File: src/cau_pkg.sv
`timescale 1ns / 1ps
// ----------------------------------------------------------------------------
// cau_pkg
// Shared widths, operation codes, word types and the divider step.
// ----------------------------------------------------------------------------
package cau_pkg;

    localparam int DATA_WIDTH = 16;
    localparam int FRAC_BITS  = 8;
    localparam int PROD_W     = 2 * DATA_WIDTH;
    localparam int VAL_W      = 2 * DATA_WIDTH + 2;
    localparam int CMP_W      = 3 * DATA_WIDTH;
    localparam int DIV_STEPS  = DATA_WIDTH;
    localparam int QDEPTH     = 2;
    localparam int QPTR_W     = $clog2(QDEPTH);
    localparam int QCNT_W     = $clog2(QDEPTH + 1);

    typedef enum logic [1:0] {
        OP_ADD = 2'd0,
        OP_SUB = 2'd1,
        OP_MUL = 2'd2,
        OP_DIV = 2'd3
    } t_op;

    typedef struct packed {
        t_op                           op;
        logic                          dbz;
        logic signed [DATA_WIDTH-1:0]  a_re;
        logic signed [DATA_WIDTH-1:0]  a_im;
        logic signed [DATA_WIDTH-1:0]  b_re;
        logic signed [DATA_WIDTH-1:0]  b_im;
    } t_item;

    typedef struct packed {
        logic                    neg;
        logic                    big;
        logic [PROD_W-1:0]       rem;
        logic [DATA_WIDTH-1:0]   quo;
        logic [DATA_WIDTH-1:0]   shf;
    } t_part;

    typedef struct packed {
        logic                    valid;
        t_op                     op;
        logic                    dbz;
        logic signed [VAL_W-1:0] v_re;
        logic signed [VAL_W-1:0] v_im;
        logic [PROD_W-1:0]       den;
        t_part                   p_re;
        t_part                   p_im;
    } t_dstage;

    function automatic t_part div_step(t_part p, logic [PROD_W-1:0] den);
        logic [PROD_W:0] r2;
        logic            ge;
        t_part           n;
        r2    = {p.rem, p.shf[DATA_WIDTH-1]};
        ge    = (r2 >= {1'b0, den});
        n     = p;
        n.rem = ge ? PROD_W'(r2 - {1'b0, den}) : r2[PROD_W-1:0];
        n.quo = {p.quo[DATA_WIDTH-2:0], ge};
        n.shf = {p.shf[DATA_WIDTH-2:0], 1'b0};
        return n;
    endfunction

endpackage

File: src/cau_queue.sv
`timescale 1ns / 1ps
// ----------------------------------------------------------------------------
// cau_queue
// Short word queue between intake and datapath.
// ----------------------------------------------------------------------------
module cau_queue (
    input  logic           i_clk,
    input  logic           i_rst_n,
    input  logic           i_push,
    input  cau_pkg::t_item i_item,
    input  logic           i_pop,
    output logic           o_full,
    output logic           o_empty,
    output cau_pkg::t_item o_item
);
    import cau_pkg::*;

    t_item             r_mem [QDEPTH];
    logic [QPTR_W-1:0] r_wp, n_wp;
    logic [QPTR_W-1:0] r_rp, n_rp;
    logic [QCNT_W-1:0] r_cnt, n_cnt;
    logic              do_pop;

    assign o_full  = (r_cnt == QCNT_W'(QDEPTH));
    assign o_empty = (r_cnt == '0);
    assign o_item  = r_mem[r_rp];
    assign do_pop  = i_pop & ~o_empty;

    always_comb begin
        n_wp  = i_push ? QPTR_W'(r_wp + 1'b1) : r_wp;
        n_rp  = do_pop ? QPTR_W'(r_rp + 1'b1) : r_rp;
        n_cnt = r_cnt;
        if (i_push && !do_pop) begin
            n_cnt = QCNT_W'(r_cnt + 1'b1);
        end else if (!i_push && do_pop) begin
            n_cnt = QCNT_W'(r_cnt - 1'b1);
        end
    end

    always_ff @(posedge i_clk) begin
        if (!i_rst_n) begin
            r_wp  <= '0;
            r_rp  <= '0;
            r_cnt <= '0;
        end else begin
            r_wp  <= n_wp;
            r_rp  <= n_rp;
            r_cnt <= n_cnt;
        end
        if (i_push) begin
            r_mem[r_wp] <= i_item;
        end
    end

endmodule

File: config.mk
export PLATFORM = sky130hd
export DESIGN_NAME = cau_queue
export DESIGN_NICKNAME = d
export VERILOG_FILES = /design/src/cau_pkg.sv /design/src/cau_queue.sv
export SDC_FILE = /design/constraint.sdc
export NUM_CORES = 1
export LEC_CHECK = 0
export BUFFER_PORTS_ARGS = -buffer_cell sky130_fd_sc_hd__buf_2
export CAP_MARGIN = 20
export CORE_ASPECT_RATIO = 0.5
export CORE_MARGIN = 1
export CORE_UTILIZATION = 40
export DETAILED_ROUTE_END_ITERATION = 16
export GPL_ROUTABILITY_DRIVEN = 0
export GPL_TIMING_DRIVEN = 0
export PLACE_DENSITY_LB_ADDON = 0.1
export SYNTH_ARGS = -nofsm -noshare
export SYNTH_HDL_FRONTEND = slang
export SYNTH_SLANG_ARGS = --single-unit
File: constraint.sdc
create_clock -name i_clk -period 5.3 [get_ports i_clk]
set_clock_uncertainty 0.15 [all_clocks]
set_input_delay 0 -clock i_clk [delete_from_list [all_inputs] [get_ports i_clk]]
set_output_delay 0 -clock i_clk [all_outputs]
set_load 0.005 [all_outputs]
==> results.yml, run 1 <==
yosys:
  avgSynthCellArea_um2: 22.0
  ys_top_cells_by_area: "edfxtp_1 80%, mux2_2 15%, dfxtp_1 2.0%"
  yosys_warnings: 0
  synth_ff_type: "edfxtp_1"
  synth_top_cells_by_count: "134 x edfxtp_1, 67 x mux2_2, 5 x dfxtp_1, 4 x and2_1"
  synth_nets: 302
  yosysMostFrequentCell: "edfxtp_1"
  yosysSeqAreaShare_pct: 81.6
  ys_types: 17
  syn_inst: 230
  synth_top_area_cell: "edfxtp_1"
  ys_ff_latch: 139
  synth_async_sr_flop_share_pct: 0
  synth_top_area_share_pct: 79.6
  syn-cell-area_um2: 5050
  synth-edff-count: 134
global_routing:
  grt_pass1_vias: 3027
  track_usage_pct: 14.6
  antenna_found_initial: 0
  overflow: 0
  grt_max_degree: 68
  grt_pass1_wl_um: 14500
floorplanning:
  die_w_um: 161
  die_area_um2: 13100
  io_pins: 140
  rows: 28
  core_area_um2: 12100
  start_util_pct: 41.9
  die_h_um: 81.5
sta:
  setup_viol: 0
  worst_pin_slew_ps: 935
  final_hold_viol_count: 0
  min_period_ps: 1850
  setup_ws_ps: 3450
  fmax_mhz: 542
  timing.slew.headroom_pct: 37.7
  final.setup.tns_ps: 0
  final.period_utilization_pct: 34.8
  grt_setup_unrepaired: "no"
  slew_viol_final: 0
routing:
  drc: 0
  avgViaCountPerCell: 4.48
  drt_iter0_markers: 140
  finalWirelength_um: 9260
  antenna_left: 0
  drtPass1Iterations: 4
  routedWlPerCell_um: 14.5
  num_vias: 2864
layout:
  drive_gt1_share_pct: 52.3
  nets: 533
  finalNonFillerCells: 639
  area_growth_pct: 43.8
  area.sequential_um2: 4120
  multi_input_area_um2: 882
  antenna_cells: 0
  fillers: 927
place:
  dp_cells: 536
  hpwl_um: 5800
  portBuffers: 139
  dp_slack_ps: 3540
hold_path:
  min_path_type: "input pin to flip-flop"
setup_path:
  r2r_end: "r_mem[1][47]"
  slowest_stage: "dfxtp_1"
  r2r_cells: 1
  crit_type: "flip-flop to output port"
  reg2reg_slack_ps: 3560
  path_max_fanout: 10
  crit_end: "o_item[34]"
  worst_setup_path_end_kind: "output port"
  crit_required_ps: 5150
  start_kind: "flip-flop"
  critical_path_arrival_ps: 1700
  critPathMaxStageDelay_ps: 390
  crit_chain: "buf_4 > buf_6 > mux2_2 > buf_2"
  r2r_start: "r_wp"
clocking:
  clkLatencyLatePin_ps: 400
  clock-sinks: 139
  clk_path_buf_depth: 2
  htreeDepth: 4
  numCtsBuffers: 17
  root_buffer: "clkbuf_16"
  clk_pin_slew_ps: 60
  tritoncts: "done"
  postCtsResizedCells: 0
power:
  p_leak_nw: 2.76
  power.total_mw: 3.00
  p_per_area_nw_per_um2: 412
  ir_worst_vdd_mv: 0.233
job:
  max_cap_viol_count: 0
run_status:
  status: "complete, no violations"
[per-layer routing]
metal	track usage, %	share of wire [%]
met5	0	0
met4	5.09	0.39
met3	4.85	5.2
met2	26.1	52
met1	16.9	43
[through the flow]
step	instance area (um^2)	utilization [%]	hold WS, ps
after floorplan	5050	-	-51.1
after global placement	5950	49.4	36.9
after detailed placement	6010	49.9	40.7
after CTS	7260	60.3	153
after global routing	7260	60.3	161
final	7260	60.3	170
[worst min path at each step]
| stage | startpoint | end | cells past startpoint |
|---|---|---|---|
| 6_report | i_item[19] | r_mem[0][19] | 2 |
| 5_1_grt | i_item[10] | r_mem[0][10] | 2 |
| 4_1_cts | i_item[10] | r_mem[1][10] | 2 |
| 3_5_place_dp | i_item[19] | r_mem[0][19] | 1 |
| 3_3_place_gp | i_item[57] | r_mem[1][57] | 1 |
| 2_1_floorplan | i_item[0] | r_mem[0][0] | 0 |
[power breakdown]
group | switching [mW] | internal, mW | leakage [nW]
clock network | 0.452 | 0.607 | 0.262
registers | 0.0264 | 1.28 | 1.30
logic | 0.262 | 0.368 | 1.20
[final cells by class]
cell class | instances | area share (%)
sequential | 139 | 56.8
timing repair buffer | 212 | 20.0
multi-input combinational | 84 | 12.1
clock buffer | 18 | 5.91
tap | 165 | 2.84
clock inverter | 14 | 1.55
buffer | 7 | 0.775
[flip-flops by register name, summed over array words and instances, names as in the netlist, named ones only]
register / count
r_mem: 134
r_rp: 1
r_cnt: 2
r_wp: 1
[layout by cell type (no fill, tap or decap), drive strengths merged]
cell	instances
buf	148
edfxtp	134
dlygate4sd3	71
mux2	67
clkbuf	18
clkinv	7
dfxtp	5
inv	5
and2	4
nor2b	3
xnor2	2
clkinvlp	2
o21ai	2
nor2	1
o21a	1
xor2	1
or3	1
a21boi	1
ha	1
[cells by family (layout without fill, tap and decap cells)]
| kind of cell | Yosys count | in the layout | share of synthesized area, % |
|---|---|---|---|
| xor+xnor | 3 | 3 | 0.520 |
| simple gates | 9 | 9 | 1.06 |
| buf+inv | 7 | 251 | 1.11 |
| compound gates | 4 | 4 | 0.495 |
| flops | 139 | 139 | 81.6 |
| mux | 67 | 67 | 14.9 |
| fa+ha+maj | 1 | 1 | 0.248 |
[worst max-delay path: cells and delay by family (launching register included)]
kind / cells / cell delay (ps)
DFF: 1 / 390
muxes: 1 / 350
buffers and inverters: 3 / 550
[timing repair]
action,CTS,global route
setup buffers,0,0
hold buffers,71,0
hold endpoints to repair,139,0
No activity file was read; power rests on OpenSTA's default activity.
==> run 2, diff against run 1 <==
- clock period: 5.3 -> 1.65 ns (I/O delays scaled with it)
==> run 2 against run 1 <==
  * The run now ends with negative setup slack left
  * Global-route usage increased by 1.3 points
  * Power increased to 3.7 times the previous value
  * First-iteration DRC count increased by 23%
  * Final cell count increased by 1.4%
  * Critical path depth unchanged
  * Clock power increased to 3.7 times the previous value
  * Combinational power increased to 4.7 times the previous value
  * Worst hold slack got worse by 1.2 ps
  * Critical path type unchanged
==> results.yml, run 2 (same netlist as run 1, synthesis figures left out) <==
layout:
  reg_top3: "r_mem x134, r_cnt x2"
  largest_reg_flops: 134
  nets: 542
  final_common_cell: "edfxtp_1"
  regMostFlops: "r_mem"
  fillers: 860
  final_cell_mix: "134 x edfxtp_1, 104 x buf_2, 70 x dlygate4sd3_1, 37 x buf_6, 36 x mux2_4"
  drive_gt1_share_pct: 54.2
  fin_util_pct: 65.7
  multi_input_area_um2: 1040
  area.sequential_um2: 4130
  antenna_cells: 0
  area_growth_pct: 56.6
routing:
  drtPass1Iterations: 4
  routedWlPerCell_um: 16.3
  drc: 0
  antenna_left: 0
  finalWirelength_um: 10500
  num_vias: 2960
  drt_iter0_markers: 172
  avgViaCountPerCell: 4.57
hold_path:
  min_to: "r_mem[0][29]"
  min_path_type: "input pin to flip-flop"
  hold_start: "i_item[29]"
  holdPathStages: 2
setup_path:
  r2r_end: "r_cnt[1]"
  crit_required_ps: 1500
  start_kind: "flip-flop"
  crit_type: "flip-flop to output port"
  critical_path_arrival_ps: 1550
  worst_setup_path_end_kind: "output port"
  path_max_fanout: 6
  reg2reg_slack_ps: 90
  r2r_start: "r_cnt[0]"
  r2r_cells: 4
clocking:
  clk_path_buf_depth: 2
  tritoncts: "done"
  clock-sinks: 139
  clkLatencyLatePin_ps: 400
  numCtsBuffers: 17
  htreeDepth: 4
  root_buffer: "clkbuf_16"
  clk_pin_slew_ps: 60
global_routing:
  grt_max_degree: 35
  antenna_found_initial: 0
  grt_pass1_vias: 3189
  overflow: 0
  grt_pass1_wl_um: 15300
  track_usage_pct: 16.0
sta:
  min_period_ps: 1700
  final.setup.tns_ps: -948
  worst_pin_slew_ps: 527
  final.period_utilization_pct: 103
  grt_setup_unrepaired: "yes"
  timing.slew.headroom_pct: 64.7
  setup_viol: 41
  slew_viol_final: 0
  hold_slack_ps: 169
  setup_ws_ps: -45.7
  fmax_mhz: 590
  final_hold_viol_count: 0
power:
  switching_share_pct: 23.3
  ir_worst_vdd_mv: 0.780
  switchingPower_mw: 2.60
  p_leak_nw: 3.09
  pwr-share-clk_pct: 35.3
  p_int_mw: 8.58
  pwr-share-seq_pct: 38.0
  p_per_area_nw_per_um2: 1410
  combPwrFrac_pct: 26.7
floorplanning:
  die_w_um: 161
  die_h_um: 81.5
  start_util_pct: 41.9
  core_area_um2: 12100
  die_area_um2: 13100
  io_pins: 140
  rows: 28
run_status:
  violations: "negative setup slack"
  status: "complete, but fails checks"
job:
  max_cap_viol_count: 0
place:
  portBuffers: 139
  hpwl_um: 5770
-- run 2: cell count changes in the layout (fill, tap and decap cells not counted), moves of 2 or more --
cell       change
mux2_2        -36
clkinv_1       +2
buf_4          +3
inv_6          -3
bufinv_16      +4
buf_2         -38
buf_12         +4
dfxtp_2        +3
dfxtp_1        -4
buf_6         +34
clkbuf_16      +3
mux2_4        +36
-- run 2: routing by layer --
metal  up-vias  wire [um]  GRT usage (%)  part of all wire (%)
met3         8        511           5.86                   4.9
met1      1471       4220           16.7                    40
met2        78       5740           30.3                    54
met5         -          0              0                     0
met4         0         70           5.38                  0.66
li1       1403          -              -                     -
-- run 2: how the worst max path moves through the flow --
stage | depth (start not counted) | endpoint | start | slack, ps
5_1_grt | 4 | o_item[38] | flip-flop | -100
4_1_cts | 4 | o_item[34] | flip-flop | -70
2_1_floorplan | 1 | r_mem[0][0] | r_wp | -250
3_3_place_gp | 1 | r_mem[0][24] | r_wp | -770
3_5_place_dp | 3 | r_mem[0][24] | r_wp | -200
6_report | 4 | o_item[30] | flip-flop | -50
-- run 2: stage by stage --
step           area (um^2)  power [mW]  cells  setup slack (ps)
2_1_floorplan         5060        5.41    230              -247
3_3_place_gp          5960        6.12    534              -773
3_5_place_dp          6010        6.19    536              -201
4_1_cts               7560        10.7    644             -72.1
5_1_grt               7910        11.6    648             -99.4
6_report              7910        11.2    648             -45.7
-- run 2: layout make-up --
type	instances	share of cell area [%]
well taps	165	2.61
plain buffers	7	1.23
repair buffers	219	22.9
clock buffers	17	5.38
multi-input cells	86	13.1
clock inverters	15	2.50
flip-flops and latches	139	52.2
-- run 2: critical path, stage by stage (launching register included) --
cell and delay [ps]:
dfxtp_4 410, buf_12 160, clkbuf_16 150, mux2_4 300, buf_6 120
-- run 2: repair_timing --
| item | CTS | global route |
|---|---|---|
| gates cloned | 3 | 3 |
| gates resized for setup | 39 | 52 |
| buffers inserted | 3 | 1 |
| hold buffers | 70 | 0 |
| endpoints found under the setup margin | 164 | 66 |
| pin swaps | 1 | 0 |
| hold endpoints to repair | 139 | 0 |
-- run 2: power groups by stage --
stage	registers [mW]	clock network (mW)	logic [mW]
finish	4.25	3.95	2.99
global route	4.27	4.19	3.19
CTS	4.23	4.04	2.43
detailed placement	4.28	0	1.91
global placement	4.27	0	1.85
floorplan	4.25	0	1.16
