### src/cau_pkg.sv
`timescale 1ns / 1ps
// ----------------------------------------------------------------------------
// cau_pkg
// Shared widths, operation codes, word types and the divider step.
// ----------------------------------------------------------------------------
package cau_pkg;

    localparam int DATA_WIDTH = 16;
    localparam int FRAC_BITS  = 8;
    localparam int PROD_W     = 2 * DATA_WIDTH;
    localparam int VAL_W      = 2 * DATA_WIDTH + 2;
    localparam int CMP_W      = 3 * DATA_WIDTH;
    localparam int DIV_STEPS  = DATA_WIDTH;
    localparam int QDEPTH     = 2;
    localparam int QPTR_W     = $clog2(QDEPTH);
    localparam int QCNT_W     = $clog2(QDEPTH + 1);

    typedef enum logic [1:0] {
        OP_ADD = 2'd0,
        OP_SUB = 2'd1,
        OP_MUL = 2'd2,
        OP_DIV = 2'd3
    } t_op;

    typedef struct packed {
        t_op                           op;
        logic                          dbz;
        logic signed [DATA_WIDTH-1:0]  a_re;
        logic signed [DATA_WIDTH-1:0]  a_im;
        logic signed [DATA_WIDTH-1:0]  b_re;
        logic signed [DATA_WIDTH-1:0]  b_im;
    } t_item;

    typedef struct packed {
        logic                    neg;
        logic                    big;
        logic [PROD_W-1:0]       rem;
        logic [DATA_WIDTH-1:0]   quo;
        logic [DATA_WIDTH-1:0]   shf;
    } t_part;

    typedef struct packed {
        logic                    valid;
        t_op                     op;
        logic                    dbz;
        logic signed [VAL_W-1:0] v_re;
        logic signed [VAL_W-1:0] v_im;
        logic [PROD_W-1:0]       den;
        t_part                   p_re;
        t_part                   p_im;
    } t_dstage;

    function automatic t_part div_step(t_part p, logic [PROD_W-1:0] den);
        logic [PROD_W:0] r2;
        logic            ge;
        t_part           n;
        r2    = {p.rem, p.shf[DATA_WIDTH-1]};
        ge    = (r2 >= {1'b0, den});
        n     = p;
        n.rem = ge ? PROD_W'(r2 - {1'b0, den}) : r2[PROD_W-1:0];
        n.quo = {p.quo[DATA_WIDTH-2:0], ge};
        n.shf = {p.shf[DATA_WIDTH-2:0], 1'b0};
        return n;
    endfunction

endpackage

### src/cau_front.sv
`timescale 1ns / 1ps
// ----------------------------------------------------------------------------
// cau_front
// Command intake: registers one word and classifies it for the queue.
// ----------------------------------------------------------------------------
module cau_front (
    input  logic                                 i_clk,
    input  logic                                 i_rst_n,
    input  logic                                 i_start,
    input  logic [1:0]                           i_func,
    input  logic signed [cau_pkg::DATA_WIDTH-1:0] i_a_re,
    input  logic signed [cau_pkg::DATA_WIDTH-1:0] i_a_im,
    input  logic signed [cau_pkg::DATA_WIDTH-1:0] i_b_re,
    input  logic signed [cau_pkg::DATA_WIDTH-1:0] i_b_im,
    input  logic                                 i_q_full,
    output logic                                 o_busy,
    output logic                                 o_push,
    output cau_pkg::t_item                       o_item
);
    import cau_pkg::*;

    logic  r_valid, n_valid;
    t_item r_item, n_item;
    logic  accept;

    assign o_busy = r_valid & i_q_full;
    assign o_push = r_valid & ~i_q_full;
    assign o_item = r_item;
    assign accept = i_start & ~o_busy;

    always_comb begin
        n_valid = r_valid;
        n_item  = r_item;
        if (o_push) begin
            n_valid = 1'b0;
        end
        if (accept) begin
            n_valid     = 1'b1;
            n_item.op   = t_op'(i_func);
            n_item.dbz  = (t_op'(i_func) == OP_DIV) && (i_b_re == '0) && (i_b_im == '0);
            n_item.a_re = i_a_re;
            n_item.a_im = i_a_im;
            n_item.b_re = i_b_re;
            n_item.b_im = i_b_im;
        end
    end

    always_ff @(posedge i_clk) begin
        if (!i_rst_n) begin
            r_valid <= 1'b0;
        end else begin
            r_valid <= n_valid;
        end
        r_item <= n_item;
    end

endmodule

### config.mk
export PLATFORM = sky130hd
export DESIGN_NAME = cau_front
export DESIGN_NICKNAME = d
export VERILOG_FILES = /design/src/cau_pkg.sv /design/src/cau_front.sv
export SDC_FILE = /design/constraint.sdc
export NUM_CORES = 1
export LEC_CHECK = 0
export ABC_AREA = 1
export ABC_CLOCK_PERIOD_IN_PS = 6400
export BUFFER_PORTS_ARGS = -buffer_cell sky130_fd_sc_hd__buf_2
export CAP_MARGIN = 30
export CORE_MARGIN = 3
export CORE_UTILIZATION = 45
export DETAILED_ROUTE_END_ITERATION = 6
export PLACE_DENSITY = 0.84
export SLEW_MARGIN = 10
export SYNTH_ARGS = -nofsm -noshare
export SYNTH_HDL_FRONTEND = slang
export SYNTH_SLANG_ARGS = --single-unit
### constraint.sdc
create_clock -name i_clk -period 6.4 [get_ports i_clk]
set_input_delay 0.32 -clock i_clk [delete_from_list [all_inputs] [get_ports i_clk]]
set_output_delay 0.32 -clock i_clk [all_outputs]
set_load 0.01 [all_outputs]
==> results of run 1 <==
kinds of logic after synthesis:
kind of cell	count (synthesis)	share of synthesized area [%]
flops	68	93.0
simple gates	34	6.18
buf+inv	3	0.515
compound gates	1	0.344
worst max path at each step:
stage	to	slack, ns	cells past startpoint
2_1_floorplan	o_item[0]	2.64	3
3_3_place_gp	o_item[58]	4.76	5
3_5_place_dp	o_item[58]	4.72	5
4_1_cts	o_item[33]	4.85	4
5_1_grt	o_item[53]	4.72	4
6_report	o_item[40]	4.85	4
critical path, stage by stage (launching register included):
cell and delay (ns):
dfxtp_1 0.31, nand2_1 0.06, inv_1 0.07, nor2_4 0.07, buf_4 0.63
flip-flops by register name, summed over array words and instances (netlist names):
signal / count
o_item: 67
r_valid: 1
stage by stage:
step	setup WS [ns]	utilization [%]
CTS	4.85	69.3
global route	4.72	69.3
finish	4.85	69.3
floorplan	2.64	-
global placement	4.76	65.6
detailed placement	4.72	65.6
power by group through the flow:
stage               clock, uW  combinational [uW]  sequential [uW]
detailed placement          0                78.6              536
global placement            0                76.3              535
CTS                       314                78.9              527
finish                    305                77.6              526
floorplan                   0                11.9              552
global route              335                85.3              529
layout make-up:
cell class	instances	area, sq um	area share (%)
Timing Repair Buffer	139	698	22.2
Multi-Input combinational cell	35	150	4.78
Clock inverter	4	42.5	1.35
Tap cell	65	81.3	2.59
Inverter	3	11.3	0.358
Clock buffer	10	128	4.06
Sequential cell	68	2030	64.6
per-layer routing:
| metal | vias to the layer above | GRT usage (%) | wire, microns |
|---|---|---|---|
| met1 | 667 | 17.6 | 1660 |
| met3 | 3 | 6.73 | 483 |
| met5 | - | 0 | 0 |
| met2 | 84 | 31.1 | 2740 |
| li1 | 689 | - | - |
| met4 | 0 | 8.16 | 46 |
cells in the final DEF (no fill, tap or decap):
cell type / instances
buf_2: 138
edfxtp_1: 67
nor2_1: 19
nand2_1: 10
clkbuf_8: 9
inv_1: 3
clkinv_1: 2
nor2_4: 1
nor3_1: 1
nor2_2: 1
or2_0: 1
nand3_1: 1
a21boi_0: 1
clkinv_2: 1
clkbuf_1: 1
bufinv_16: 1
buf_4: 1
dfxtp_1: 1
==> impl_metrics.env, run 1 <==
export IMPL_status="completed"
export IMPL_n_antenna_cell=0
export IMPL_switching_power_uw=182
export IMPL_clk_path_buf_depth=2
export IMPL_yosysTopAreaCell="edfxtp_1"
export IMPL_arrival_ns=1.50
export IMPL_timing_reg2reg_setup_slack_ns=4.85
export IMPL_drt_iter0_drc=67
export IMPL_num_vias=1443
export IMPL_clkSinkCount=68
export IMPL_fin_crit_sh_pct=24.3
export IMPL_grt_pass1_wl_microns=6780
export IMPL_p_comb_share_pct=8.5
export IMPL_power_density_nw_per_um2=289
export IMPL_p_leak_uw=0.00136
export IMPL_grt_max_degree=68
export IMPL_syn_area_sq_um=2190
export IMPL_path_class="reg -> reg"
export IMPL_p_clk_share_pct=33.5
export IMPL_drive_gt1_share_pct=58.7
export IMPL_viasPerCell=4.45
export IMPL_endpoint_kind="flip-flop"
export IMPL_synth_top_flop_cell="edfxtp_1"
export IMPL_ys_seq_area_share_pct=93.0
export IMPL_rows=24
export IMPL_total_power_uw=909
export IMPL_ir_drop_uv=176
export IMPL_timing_rr_start="r_valid"
export IMPL_final_setup_viol_count=0
export IMPL_relSlewSlack_pct=45.4
export IMPL_cts_resized=0
export IMPL_clock_fmax_ghz=0.643
export IMPL_yosys_top_cells_count="67 x edfxtp_1, 20 x nor2_1, 10 x nand2_1, 3 x inv_1"
export IMPL_swShare_pct=20.1
export IMPL_min_to="o_item[48]"
export IMPL_synth_edf_count=67
export IMPL_yosysWarnings=0
export IMPL_cts_tree="done"
export IMPL_synth_seq_cells=68
export IMPL_pwr_share_seq_pct=57.9
export IMPL_min_from="i_a_re[0]"
export IMPL_nFillCells=316
export IMPL_h_tree_depth=3
export IMPL_routed_wl_microns=4920
export IMPL_crit_fanout=67
export IMPL_overflow=0
export IMPL_cts_setup_buffers=0
export IMPL_syn_inst=106
export IMPL_final_cell_area_sq_um=3140
export IMPL_r2r_end="o_item[40]"
export IMPL_io_pins=139
export IMPL_gp_congestion=0.696
export IMPL_ant_nets=0
export IMPL_cts_hold_buffers=0
export IMPL_synth_area_per_cell_sq_um=20.6
export IMPL_synth_most_common_cell="edfxtp_1"
export IMPL_die_y_microns=75.7
export IMPL_holdPathStages=1
export IMPL_tns_ns=0
export IMPL_intPower_uw=726
export IMPL_min_period_ns=1.55
export IMPL_start_util_pct=48.2
export IMPL_slew_viol_final=0
export IMPL_clkLatencyLatePin_ns=0.32
export IMPL_grt_pass1_vias=1350
export IMPL_wl_per_cell_microns=15.2
export IMPL_place_area_sq_um=2970
export IMPL_synthArstFlopShare_pct=0
export IMPL_cts_root_buf="clkbuf_8"
export IMPL_area_growth_pct=43.8
export IMPL_first_pass_iters=4
export IMPL_drc=0
export IMPL_hold_viol_final=0
export IMPL_core_area_sq_um=4530
export IMPL_clk_pin_slew_ns=0.06
export IMPL_antenna_found_initial=0
export IMPL_reg2reg_depth=4
export IMPL_critPathLaunchType="flip-flop"
export IMPL_tightest_slew_ns=0.818
export IMPL_cts_buffers=9
export IMPL_hpwl_microns=3890
export IMPL_hp_class="in -> reg"
export IMPL_layout_nets=326
export IMPL_synth_area_top_cells="edfxtp_1 92%, nor2_1 3.4%, nand2_1 1.7%"
export IMPL_grt_usage_pct=17.3
export IMPL_skew_ns=0.00518
export IMPL_layoutNonFillerInstCount=324
export IMPL_synth_net_count=176
export IMPL_dieArea_sq_um=5730
export IMPL_critPathLaunch="r_valid"
export IMPL_required_ns=6.34
export IMPL_place_inst=310
export IMPL_synth_top_area_share_pct=92.0
export IMPL_cap_violations=0
export IMPL_grt_setup_unrepaired="no"
export IMPL_synthDistinctLibCells=10
export IMPL_hold_ws_ns=0.178
export IMPL_die_x_microns=75.7
export IMPL_io_buffers=138
Power figures use the tool's default switching activity.
==> run 2: changes to the inputs <==
--- a/config.mk
+++ b/config.mk
@@ -5,14 +5,14 @@
 export SDC_FILE = /design/constraint.sdc
 export NUM_CORES = 1
 export LEC_CHECK = 0
-export ABC_AREA = 1
-export ABC_CLOCK_PERIOD_IN_PS = 6400
+export ABC_AREA = 0
+export ABC_CLOCK_PERIOD_IN_PS = 1500
 export BUFFER_PORTS_ARGS = -buffer_cell sky130_fd_sc_hd__buf_2
 export CAP_MARGIN = 30
 export CORE_MARGIN = 3
-export CORE_UTILIZATION = 45
+export CORE_UTILIZATION = 41
 export DETAILED_ROUTE_END_ITERATION = 6
-export PLACE_DENSITY = 0.84
+export PLACE_DENSITY = 0.78
 export SLEW_MARGIN = 10
 export SYNTH_ARGS = -nofsm -noshare
 export SYNTH_HDL_FRONTEND = slang
==> constraint.sdc (replaced) <==
create_clock -name i_clk -period 1.5 [get_ports i_clk]
set_input_delay 0.075 -clock i_clk [delete_from_list [all_inputs] [get_ports i_clk]]
set_output_delay 0.075 -clock i_clk [all_outputs]
set_load 0.01 [all_outputs]
==> run 2 against run 1 <==
  * Sequential cell count did not move
  * Sequential power rose to 4.3 times the previous value
  * Core utilization rose by 9.0 points
  * Final area rose by 22%
  * Critical path type is now in -> reg
  * Largest cell class unchanged
  * Largest power group unchanged
  * Highest routed layer unchanged
==> impl_metrics.env, run 2 <==
export IMPL_worst_path_max_delay_cell="dlygate4sd3_1"
export IMPL_gp_congestion=0.782
export IMPL_overflow=0
export IMPL_yosys_top_cells_count="67 x edfxtp_1, 6 x nor4_1"
export IMPL_cap_violations=0
export IMPL_skew_ns=0.0108
export IMPL_final_cell_area_sq_um=3820
export IMPL_min_from="i_start"
export IMPL_cts_root_buf="clkbuf_8"
export IMPL_core_area_sq_um=4880
export IMPL_layout_nets=375
export IMPL_syn_inst=86
export IMPL_synth_edf_count=67
export IMPL_first_pass_iters=4
export IMPL_yosysWarnings=0
export IMPL_ant_nets=0
export IMPL_clk_pin_slew_ns=0.07
export IMPL_clkSinkCount=68
export IMPL_grt_max_degree=39
export IMPL_largest_register_ffs=67
export IMPL_final_cell_mix="138 x buf_2, 68 x dlygate4sd3_1, 67 x edfxtp_1"
export IMPL_p_clk_share_pct=33.1
export IMPL_required_ns=1.65
export IMPL_synth_area_top_cells="edfxtp_1 94%, nor4_1 1.7%, nor4_2 1.2%"
export IMPL_ys_seq_area_share_pct=94.6
export IMPL_tightest_slew_ns=0.328
export IMPL_viasPerCell=4.54
export IMPL_total_power_uw=4100
export IMPL_hp_class="in -> reg"
export IMPL_synth_most_common_cell="edfxtp_1"
export IMPL_tns_ns=0
export IMPL_synth_top_flop_cell="edfxtp_1"
export IMPL_area_growth_pct=78.1
export IMPL_dieArea_sq_um=6140
export IMPL_min_period_ns=1.42
export IMPL_synth_top_area_share_pct=93.7
export IMPL_clk_path_buf_depth=2
export IMPL_syn_area_sq_um=2150
export IMPL_drive_gt1_share_pct=50.6
export IMPL_switching_power_uw=870
export IMPL_path_cells="dlygate4sd3_1, buf_2, nor4_1, nand3_1, nor4_2"
export IMPL_power_density_nw_per_um2=1070
export IMPL_arrival_ns=1.57
export IMPL_fin_crit_sh_pct=94.7
export IMPL_grt_pass1_vias=1904
export IMPL_cts_tree="done"
export IMPL_h_tree_depth=3
export IMPL_yosysTopAreaCell="edfxtp_1"
export IMPL_grt_pass1_wl_microns=9600
export IMPL_place_area_sq_um=2970
export IMPL_synthDistinctLibCells=11
export IMPL_drc=0
export IMPL_timing_reg2reg_setup_slack_ns=0.21
export IMPL_slew_viol_final=0
export IMPL_synthArstFlopShare_pct=0
export IMPL_cts_resized=0
export IMPL_final_setup_viol_count=0
export IMPL_crit_fanout=2
export IMPL_synth_net_count=156
export IMPL_p_comb_share_pct=12.2
export IMPL_r2r_end="r_valid"
export IMPL_swShare_pct=21.2
export IMPL_synth_seq_cells=68
export IMPL_synth_area_per_cell_sq_um=25.0
export IMPL_wl_per_cell_microns=17.4
export IMPL_cts_buffers=9
export IMPL_timing_rr_start="r_valid"
export IMPL_rows=25
export IMPL_ir_drop_uv=1010
export IMPL_clock_fmax_ghz=0.704
export IMPL_endpoint_kind="flip-flop"
export IMPL_hold_viol_final=0
export IMPL_critPathLaunchType="input port"
export IMPL_grt_usage_pct=21.8
export IMPL_io_pins=139
export IMPL_status="completed"
export IMPL_reg2reg_depth=3
export IMPL_die_y_microns=78.4
export IMPL_max_stage_delay_ns=0.54
export IMPL_grt_setup_unrepaired="no"
export IMPL_n_antenna_cell=0
export IMPL_relSlewSlack_pct=77.9
export IMPL_holdPathStages=3
export IMPL_drt_iter0_drc=58
export IMPL_start_util_pct=44.0
export IMPL_path_class="in -> reg"
export IMPL_p_leak_uw=0.00162
export IMPL_antenna_found_initial=0
export IMPL_io_buffers=138
export IMPL_routed_wl_microns=6520
export IMPL_num_vias=1703
export IMPL_final_common_cell="buf_2"
export IMPL_die_x_microns=78.4
export IMPL_clkLatencyLatePin_ns=0.33
export IMPL_pwr_share_seq_pct=54.7
export IMPL_intPower_uw=3230
export IMPL_critPathLaunch="i_b_im[2]"
export IMPL_min_to="o_item[36]"
export IMPL_utilization_pct=78.4
## run 2: area by class of cell
type,instances,area (sq um)
flip-flops and latches,68,2030
clock inverters,3,40.0
clock buffers,11,131
well taps,67,83.8
multi-input cells,18,125
repair buffers,208,1410
fillers,287,1060
## run 2: worst max path at each step
stage                       to  slack, ns
floorplan            o_item[0]      -0.36
CTS                 o_item[64]       0.20
detailed placement  o_item[60]       0.32
finish              o_item[64]       0.08
global route        o_item[64]       0.05
global placement    o_item[35]       0.35
## run 2: cell families (layout without fill, tap and decap cells)
group	Yosys count	in the layout	synth area share, %
simple gates	17	17	5.01
buf+inv	0	222	0
flops	68	68	94.6
compound gates	1	1	0.350
## run 2: what timing repair did
item | CTS | global route
hold buffers | 68 | 0
hold endpoints to repair | 67 | 0
buffers inserted | 0 | 0
## run 2: critical path, delay by kind of cell
family,cells,cell delay [ns]
AND/OR/NAND/NOR,3,0.82
buffers and inverters,2,0.68
## run 2: metrics by stage
stage                     cells  hold WS (ns)  setup WS (ns)
after CTS                   375         0.319          0.201
final                       375         0.334         0.0793
after floorplan              86         0.174         -0.363
after global placement      293         0.251          0.345
after detailed placement    293         0.253          0.317
after global routing        375         0.332         0.0528
## run 2: layer usage
layer	global-route usage (%)	up-vias	wire [microns]
met1	21.2	790	2210
li1	-	791	-
met2	39.6	113	3430
met3	11.5	9	791
met4	6.82	0	87
met5	0	-	0
## run 2: power by group through the flow
stage | Clock, uW | Combinational (uW) | Sequential, uW
finish | 1360 | 499 | 2250
floorplan | 0 | 46.7 | 2350
global route | 1460 | 529 | 2250
CTS | 1380 | 485 | 2240
global placement | 0 | 341 | 2280
detailed placement | 0 | 350 | 2280
==> run 3: changes to the inputs <==
--- a/config.mk
+++ b/config.mk
@@ -11,6 +11,7 @@
 export CAP_MARGIN = 30
 export CORE_MARGIN = 3
 export CORE_UTILIZATION = 41
+export CTS_CLUSTER_SIZE = 30
 export DETAILED_ROUTE_END_ITERATION = 6
 export PLACE_DENSITY = 0.78
 export SLEW_MARGIN = 10
==> constraint.sdc (replaced) <==
create_clock -name i_clk -period 1.5 [get_ports i_clk]
set_input_delay 0 -clock i_clk [delete_from_list [all_inputs] [get_ports i_clk]]
set_output_delay 0 -clock i_clk [all_outputs]
set_load 0.01 [all_outputs]
==> run 3 against run 2 <==
  * Clock-buffer cell count is 1 higher
  * Highest routed layer unchanged
  * Global-route usage is 0.64 points higher
  * Final area is 0.26% lower
  * Power is 0.33% higher
  * Critical path type is now reg -> reg
  * Sequential cell count stayed put
  * Combinational power is 2% lower
  * Hold slack worse by 0.085 ns
  * Core utilization is 0.21 points lower
  * Maximum frequency is 8.4% higher
  * Clock skew hardly changed
==> impl_metrics.env, run 3 (synthesis results as in run 2) <==
export IMPL_hold_viol_final=0
export IMPL_slew_viol_final=0
export IMPL_antenna_found_initial=0
export IMPL_gp_congestion=0.757
export IMPL_final_common_cell="buf_2"
export IMPL_clkLatencyLatePin_ns=0.33
export IMPL_routed_wl_microns=6480
export IMPL_clk_pin_slew_ns=0.07
export IMPL_path_depth=3
export IMPL_crit_family="buffers and inverters"
export IMPL_core_area_sq_um=4880
export IMPL_path_class="reg -> reg"
export IMPL_area_growth_pct=77.6
export IMPL_p_leak_uw=0.00162
export IMPL_num_vias=1709
export IMPL_io_buffers=138
export IMPL_clkSinkCount=68
export IMPL_total_power_uw=4120
export IMPL_grt_setup_unrepaired="no"
export IMPL_die_x_microns=78.4
export IMPL_path_cells="and2_4, o21a_1, dlygate4sd3_1"
export IMPL_timing_rr_start="r_valid"
export IMPL_cts_hold_buffers=68
export IMPL_tns_ns=0
export IMPL_cap_violations=0
export IMPL_cts_resized=0
export IMPL_place_inst=293
export IMPL_worst_path_max_delay_cell="dlygate4sd3_1"
export IMPL_cp_num_buf_inv=1
export IMPL_layoutNonFillerInstCount=376
export IMPL_max_stage_delay_ns=0.56
export IMPL_place_area_sq_um=2960
export IMPL_grt_pass1_vias=1872
export IMPL_dieArea_sq_um=6140
export IMPL_tightest_slew_ns=0.304
export IMPL_overflow=0
export IMPL_io_pins=139
export IMPL_required_ns=1.72
export IMPL_rows=25
export IMPL_clk_path_buf_depth=2
export IMPL_min_period_ns=1.31
export IMPL_status="completed"
export IMPL_viasPerCell=4.55
export IMPL_layout_nets=375
export IMPL_final_cell_mix="138 x buf_2, 68 x dlygate4sd3_1, 67 x edfxtp_1"
export IMPL_hp_class="in -> out"
export IMPL_worstSetupEndpoint="r_valid"
export IMPL_critPathLaunch="r_valid"
export IMPL_grt_pass1_wl_microns=9870
export IMPL_n_antenna_cell=0
export IMPL_skew_ns=0.0109
export IMPL_final_setup_viol_count=0
export IMPL_h_tree_depth=3
export IMPL_critPathLaunchType="flip-flop"
export IMPL_ir_drop_uv=884
export IMPL_die_y_microns=78.4
export IMPL_cts_root_buf="clkbuf_8"
export IMPL_crit_fanout=3
export IMPL_start_util_pct=44.0
export IMPL_cts_tree="done"
export IMPL_endpoint_kind="flip-flop"
export IMPL_final_cell_area_sq_um=3810
export IMPL_wl_per_cell_microns=17.2
export IMPL_arrival_ns=1.53
export IMPL_power_density_nw_per_um2=1080
export IMPL_timing_reg2reg_setup_slack_ns=0.19
export IMPL_drive_gt1_share_pct=50.2
export IMPL_ant_nets=0
export IMPL_first_pass_iters=4
export IMPL_clock_fmax_ghz=0.763
export IMPL_r2r_end="r_valid"
export IMPL_hold_ws_ns=0.249
export IMPL_largest_register_ffs=67
export IMPL_fin_crit_sh_pct=87.4
export IMPL_grt_max_degree=49
export IMPL_cts_buffers=9
export IMPL_drc=0
export IMPL_relSlewSlack_pct=79.5
export IMPL_cts_setup_buffers=0
export IMPL_drt_iter0_drc=57
export IMPL_grt_usage_pct=22.5
export IMPL_reg2reg_depth=3
==> run 3: cell types whose count changed in the layout (fill, tap and decap cells not counted) <==
cell	before	now
buf_4	0	1
clkinv_2	2	1
clkinv_1	0	1
clkbuf_1	2	3
buf_12	2	1
==> run 3: worst min-delay path, cell delays in order <==
cell	delay, ns
buf_2	0.09
nor2b_1	0.04
buf_2	0.13
==> run 3: layer usage <==
layer | global-route usage (%) | vias up | share of wire, %
met5 | 0 | - | 0
met2 | 38.4 | 127 | 51
met4 | 9.44 | 0 | 2.1
met3 | 7.91 | 13 | 9.5
li1 | - | 788 | -
met1 | 25.6 | 781 | 38
==> run 3: through the flow <==
step           util [%]  worst slack, ns
2_1_floorplan         -           -0.363
3_3_place_gp       60.6            0.344
3_5_place_dp       60.6            0.298
4_1_cts            78.2            0.214
5_1_grt            78.2            0.120
6_report           78.2            0.189
==> run 3: where the power goes <==
part           leakage (uW)  switching [uW]  internal [uW]
registers          0.000657            30.4           2220
clock network     0.0000879             623            753
logic              0.000871             226            265
total               0.00162             879           3240
==> run 3: layout make-up <==
class,count,area (sq um)
Tap cell,67,83.8
Multi-Input combinational cell,18,125
Sequential cell,68,2030
Timing Repair Buffer,208,1400
Fill cell,281,1070
Clock buffer,12,135
Clock inverter,3,38.8
==> run 3: how the worst min path moves through the flow <==
stage | from | to | slack (ns) | cells after the start
2_1_floorplan | i_q_full | o_push | 0.05 | 1
3_3_place_gp | i_a_re[14] | o_item[62] | 0.18 | 1
3_5_place_dp | i_a_im[12] | o_item[44] | 0.18 | 1
4_1_cts | i_q_full | o_push | 0.25 | 3
5_1_grt | i_q_full | o_push | 0.28 | 3
6_report | i_q_full | o_push | 0.25 | 3
